--- src/prap_pkg.sv ---
// Shared types, constants and tables for the point rotation pipeline.
`timescale 1ns / 1ps

package prap_pkg;

  localparam int unsigned CordicStagesDef = 16;
  localparam int unsigned AtanEntries     = 32;
  localparam longint      KinfQ30         = 64'sd652032874;

  localparam int unsigned CoordW = 32;
  localparam int unsigned AngleW = 16;
  localparam int unsigned DiffW  = 33;
  localparam int unsigned CordW  = 32;

  typedef logic signed [CoordW-1:0] coord_t;
  typedef logic signed [DiffW-1:0]  diff_t;
  typedef logic signed [CordW-1:0]  cord_t;

  // Quadrant folded out of the angle before the rotation.
  typedef enum logic [1:0] {
    QUAD_0 = 2'd0,
    QUAD_1 = 2'd1,
    QUAD_2 = 2'd2,
    QUAD_3 = 2'd3
  } quad_e;

  // Everything that rides alongside the rotation stages.
  typedef struct packed {
    diff_t  dx;
    diff_t  dy;
    coord_t pivot_x;
    coord_t pivot_y;
    quad_e  quad;
  } carry_t;

  // One beat inside the rotation pipeline: Q2.30 vector, angle left to turn.
  typedef struct packed {
    cord_t  x;
    cord_t  y;
    cord_t  z;
    carry_t carry;
  } rot_t;

  // Arctangent of 2^-idx in units of 2^32 per full turn.
  function automatic cord_t atan_lut(input int unsigned idx);
    cord_t val;
    case (idx)
      0:  val = 32'sd536870912;
      1:  val = 32'sd316933406;
      2:  val = 32'sd167458907;
      3:  val = 32'sd85004756;
      4:  val = 32'sd42667331;
      5:  val = 32'sd21354465;
      6:  val = 32'sd10679838;
      7:  val = 32'sd5340245;
      8:  val = 32'sd2670163;
      9:  val = 32'sd1335087;
      10: val = 32'sd667544;
      11: val = 32'sd333772;
      12: val = 32'sd166886;
      13: val = 32'sd83443;
      14: val = 32'sd41722;
      15: val = 32'sd20861;
      16: val = 32'sd10430;
      17: val = 32'sd5215;
      18: val = 32'sd2608;
      19: val = 32'sd1304;
      20: val = 32'sd652;
      21: val = 32'sd326;
      22: val = 32'sd163;
      23: val = 32'sd81;
      24: val = 32'sd41;
      25: val = 32'sd20;
      26: val = 32'sd10;
      27: val = 32'sd5;
      28: val = 32'sd3;
      29: val = 32'sd1;
      30: val = 32'sd1;
      default: val = 32'sd0;
    endcase
    return val;
  endfunction

  // Starting x of the rotation: inverse gain with a small correction term.
  function automatic cord_t gain_start(input int unsigned stages);
    logic [63:0] kinf;
    logic [63:0] corr;
    logic [63:0] k;
    kinf = 64'(KinfQ30);
    corr = (kinf * 64'd2) / 64'd3;
    k    = kinf + (corr >> (2 * stages));
    return cord_t'(k[CordW-1:0]);
  endfunction

endpackage

--- src/prap_prep.sv ---
// Input stage: pivot differences, quadrant fold and rotation start vector.
`timescale 1ns / 1ps

module prap_prep #(
  parameter int unsigned CORDIC_STAGES = prap_pkg::CordicStagesDef
) (
  input  logic                                 clk_i,
  input  logic                                 rst_ni,
  input  logic signed [prap_pkg::CoordW-1:0]   point_x_i,
  input  logic signed [prap_pkg::CoordW-1:0]   point_y_i,
  input  logic signed [prap_pkg::CoordW-1:0]   pivot_x_i,
  input  logic signed [prap_pkg::CoordW-1:0]   pivot_y_i,
  input  logic        [prap_pkg::AngleW-1:0]   turn_angle_i,
  input  logic                                 in_valid_i,
  output logic                                 in_ready_o,
  output logic                                 out_valid_o,
  input  logic                                 out_ready_i,
  output prap_pkg::rot_t                       out_data_o
);
  import prap_pkg::*;

  logic [AngleW-1:0] ang_bias;
  logic [AngleW-1:0] resid;
  rot_t              data_d;
  rot_t              data_q;
  logic              valid_q;

  // The quadrant is the angle rounded to the nearest quarter turn.
  assign ang_bias = turn_angle_i + AngleW'(8192);
  assign resid    = turn_angle_i - {ang_bias[AngleW-1:AngleW-2], 14'd0};

  always_comb begin
    data_d               = '0;
    data_d.x             = gain_start(CORDIC_STAGES);
    data_d.y             = '0;
    data_d.z             = cord_t'({resid, 16'd0});
    data_d.carry.dx      = diff_t'(point_x_i) - diff_t'(pivot_x_i);
    data_d.carry.dy      = diff_t'(point_y_i) - diff_t'(pivot_y_i);
    data_d.carry.pivot_x = pivot_x_i;
    data_d.carry.pivot_y = pivot_y_i;
    data_d.carry.quad    = quad_e'(ang_bias[AngleW-1:AngleW-2]);
  end

  assign in_ready_o  = !valid_q || out_ready_i;
  assign out_valid_o = valid_q;
  assign out_data_o  = data_q;

  always_ff @(posedge clk_i or negedge rst_ni) begin
    if (!rst_ni) begin
      valid_q <= 1'b0;
    end else if (in_ready_o) begin
      valid_q <= in_valid_i;
    end
  end

  always_ff @(posedge clk_i) begin
    if (in_ready_o && in_valid_i) begin
      data_q <= data_d;
    end
  end

endmodule

--- config.mk ---
export PLATFORM = sky130hd
export DESIGN_NAME = prap_prep
export DESIGN_NICKNAME = d
export VERILOG_FILES = /design/src/prap_pkg.sv /design/src/prap_prep.sv
export SDC_FILE = /design/constraint.sdc
export NUM_CORES = 1
export LEC_CHECK = 0
export BUFFER_PORTS_ARGS = -buffer_cell sky130_fd_sc_hd__buf_2
export CAP_MARGIN = 20
export CORE_AREA = 2 2 147 149
export DETAILED_ROUTE_END_ITERATION = 10
export DIE_AREA = 0 0 149 151
export GPL_ROUTABILITY_DRIVEN = 0
export MAX_ROUTING_LAYER = met4
export PLACE_DENSITY_LB_ADDON = 0.08
export SYNTH_ARGS = -nofsm -noshare
export SYNTH_HDL_FRONTEND = slang
export SYNTH_SLANG_ARGS = --single-unit
--- constraint.sdc ---
create_clock -name clk_i -period 5.6 [get_ports clk_i]
set_input_delay 1.12 -clock clk_i [delete_from_list [all_inputs] [get_ports clk_i]]
set_output_delay 1.12 -clock clk_i [all_outputs]
set_load 0.005 [all_outputs]
* Yosys cells after proc, flatten, opt, wreduce, memory -nomap -nowiden
Index checks and enable logic that the tools add are counted.
** Cells by class
- Reduce and logical (&&, ||, !) cells :: 3
- Add/subtract/negate cells :: 4
** Operators by type and width (count)
- $sub 32x32->33 :: 2
- $add 16x14->16 const B :: 1
- $sub 16x16->16 :: 1
- $logic_and 1x1->1 :: 1
- $logic_not 1->1 :: 1
- $logic_or 1x1->1 :: 1
** Storage, ports and cells
- Bits in registers :: 149
- Input bits :: 148
- Word-level logic and storage cells :: 14
- Output and inout bits :: 230

* Longest topological paths before layout
- Depth after elaboration :: 3
- Depth in mapped cells :: 11
- Mapped depth without buffers :: 11

* Worst setup path before layout
OpenSTA, ideal clock, no wires.
- Path type :: input port to flip-flop
- Start point :: in out_ready_i
- End point :: reg data_q, in the netlist out_data_o[0] (enable)
- Arrival time :: 4681 ps
- Cell stages on the path :: 2
- Required time :: 5074 ps
- Path slack :: 394 ps
- Setup time :: 526 ps
- Cell sequence :: nand2b_1 > and2_1
** On the way
- Word-level cells in the longest chain between the ends :: 2
** Ends and longest elaborated chain
- from (decl) :: line prap_prep.sv:17 : input logic out_ready_i,
- $logic_or 1x1->1 :: line prap_prep.sv:44 : assign in_ready_o = !valid_q || out_ready_i;
- $logic_and 1x1->1 :: line prap_prep.sv:57 : if (in_ready_o && in_valid_i) begin
- to (signal assigned) :: line prap_prep.sv:58 : data_q <= data_d;
- to (decl) :: line prap_prep.sv:25 : rot_t data_q;
Every way passes these cells.
A chain may end at the register's enable or synchronous reset.

==> impl_metrics.env <==
export IMPL_status="finished, final reports clean"
export IMPL_core_area_sq_mm=0.0208
export IMPL_post_route_util_pct=52.2
export IMPL_fin_cells=1375
export IMPL_start_util_pct=42.0
export IMPL_worstMarginPinSlew_ns=0.776
export IMPL_synth_seq_area_share_pct=51.1
export IMPL_period_minus_slack_ns=3.68
export IMPL_reg2reg_from="out_valid_o"
export IMPL_totalNegativeSetupSlack_ns=0
export IMPL_synthCells=780
export IMPL_grt_max_degree=55
export IMPL_worstPathArrival_ns=3.86
export IMPL_routedWlPerCell_um=15.9
export IMPL_setup_viol=0
export IMPL_syn_to_final_growth_pct=24.3
export IMPL_fillCellCount=1952
export IMPL_dieArea_sq_mm=0.0225
export IMPL_slowest_stage="a2111oi_0"
export IMPL_port_buffers=297
export IMPL_reg2reg_depth=3
export IMPL_die_width_um=149
export IMPL_report_final_slew_viol_count=0
export IMPL_critPathMaxFanout=5
export IMPL_drc=0
export IMPL_fin_nets=1302
export IMPL_syn_mean_instance_area_sq_um=11.2
export IMPL_cpPeakStageDelay_ns=0.60
export IMPL_cp_cell_sequence="buf_2 -> inv_1 -> ha_1 -> fa_1 -> nor2b_1 -> o211ai_1 -> a21oi_2 -> o21ai_1 -> a2111oi_0 -> o21ai_1 -> a21o_1 -> a31o_1"
export IMPL_dp_cells=1342
export IMPL_start_kind="input port"
export IMPL_fin_area_sq_mm=0.0109
export IMPL_fin_skew_ns=0.0107
export IMPL_postCtsSetupBuffers=0
export IMPL_drtAntennaViolNets=0
export IMPL_clk_pin_slew_ns=0.07
export IMPL_synth_edf_count=148
export IMPL_cp_end_kind="flip-flop"
export IMPL_dp_hpwl_um=17700
export IMPL_vias_per_cell=4.78
export IMPL_initialDrtViolationCount=265
export IMPL_fin_crit_sh_pct=65.7
export IMPL_grt_overflow_total=0
export IMPL_rsz0062_at_grt="false"
export IMPL_grt_pass1_wl_um=32100
export IMPL_synth_seq_cells=149
export IMPL_layout_commonest_cell="buf_2"
export IMPL_numCtsBuffers=17
export IMPL_cts_buffer_depth=2
export IMPL_routed_wl_um=21900
export IMPL_path_common_cell="o21ai_1"
export IMPL_htree_levels=4
export IMPL_first_global_vias=6046
export IMPL_groute_usage_overall_pct=19.1
export IMPL_maxCapViolCount=0
export IMPL_vias=6572
export IMPL_clock_sinks=149
export IMPL_synth_ff_type="edfxtp_1"
export IMPL_antenna_found_initial=0
export IMPL_slew_headroom_pct=48.3
export IMPL_pwr_density_cell_mw_per_mm2=300
export IMPL_crit_type="in -> reg"
export IMPL_max_freq_mhz=272
export IMPL_startpoint="point_x_i[0]"
export IMPL_leakage_nw=5.14
export IMPL_cp_num_buf_inv=2
export IMPL_layout_drive_gt1_share_pct=31.5
export IMPL_dpl_instance_area_sq_mm=0.0102
export IMPL_cp_top_family="compound AO/OA/AOI/OAI gates"
export IMPL_ys_warn_count=0
export IMPL_clock_latency_ns=0.42
export IMPL_cts_resized=0
export IMPL_dr_pass1_iters=4
export IMPL_r2r_slack_ns=3.39
export IMPL_most_common_layout_cells="buf_2 (297), edfxtp_1 (148), inv_1 (85)"
export IMPL_ioPinCount=378
export IMPL_cp_depth=12
export IMPL_die_y_um=151
export IMPL_cts_tree="done"
export IMPL_cp_endpoint="out_data_o[131]"
export IMPL_ys_async_sr_fraction_pct=0.671
export IMPL_root_buffer="clkbuf_16"
export IMPL_hold_violations=0
export IMPL_holdCritPathClass="in -> async"
export IMPL_rows=53
export IMPL_vdd_drop_max_mv=0.193
export IMPL_finalHoldWorstSlack_ns=0.455
export IMPL_r2r_end="out_data_o[42]"
export IMPL_ctsHoldBuffers=0
export IMPL_syn_area_sq_mm=0.00875
export IMPL_required_ns=5.78
export IMPL_ys_types=60
cell type report:
cell class | count | area (sq um) | share of cell area (%)
flip-flops and latches | 149 | 4470 | 41.1
multi-input cells | 533 | 3610 | 33.2
repair buffers | 300 | 1510 | 13.9
clock buffers | 18 | 429 | 3.95
well taps | 275 | 344 | 3.16
inverters | 85 | 319 | 2.93
clock inverters | 14 | 198 | 1.82
diodes | 1 | 2.50 | 0.0230
sequential cells by signal, summed over array words and instances, names as in the netlist:
| signal | count |
|---|---|
| out_data_o | 148 |
| out_valid_o | 1 |
where the power goes:
group | leakage (nW) | switching [W] | internal [W]
Clock | 0.299 | 0.000483 | 0.000753
Combinational | 3.43 | 0.000373 | 0.000278
Sequential | 1.42 | 0.0000217 | 0.00136
cells in the mapped netlist, types with 8 or more instances:
cell / instances / area, sq um
inv_1: 85 / 319
o21ai_0: 20 / 100
nor2_1: 29 / 109
o21ai_1: 12 / 60.1
buf_4: 82 / 616
o21bai_1: 8 / 60.1
a21o_1: 33 / 248
xnor2_1: 38 / 333
nand2_1: 44 / 165
nand3_1: 10 / 50.1
ha_1: 66 / 826
edfxtp_1: 148 / 4440
xor2_1: 23 / 201
nand2b_1: 9 / 56.3
a21oi_1: 71 / 355
kinds of logic (layout without fill, tap and decap cells):
family	count (synthesis)	in the layout	share of synthesized area (%)
mux	1	1	0.114
compound gates	199	199	15.0
flops	149	149	51.1
fa+ha+maj	68	68	9.89
xor+xnor	61	61	6.11
buf+inv	176	417	11.1
simple gates	124	124	6.62
other cells	2	81	0.0858
how the worst min path moves through the flow:
stage	start	to	slack, ns	cells past startpoint
2_1_floorplan	out_valid_o	out_valid_o	0.54	2
3_3_place_gp	out_valid_o	out_valid_o	0.54	2
3_5_place_dp	out_valid_o	out_valid_o	0.54	2
4_1_cts	rst_ni	out_valid_o	0.43	1
5_1_grt	rst_ni	out_valid_o	0.43	1
6_report	rst_ni	out_valid_o	0.45	1
routing by layer:
layer / track usage [%] / share of wire [%]
met4: 6.19 / 1.4
met2: 31.6 / 49
met3: 3.34 / 7.2
met5: - / 0
met1: 24.0 / 43
per-stage QoR:
stage	power (W)	setup WS [ns]
floorplan	0.00185	0.394
global placement	0.00206	1.59
detailed placement	0.00206	1.58
CTS	0.00330	2.01
global route	0.00342	1.77
finish	0.00326	1.92
Power figures use the tool's default switching activity.
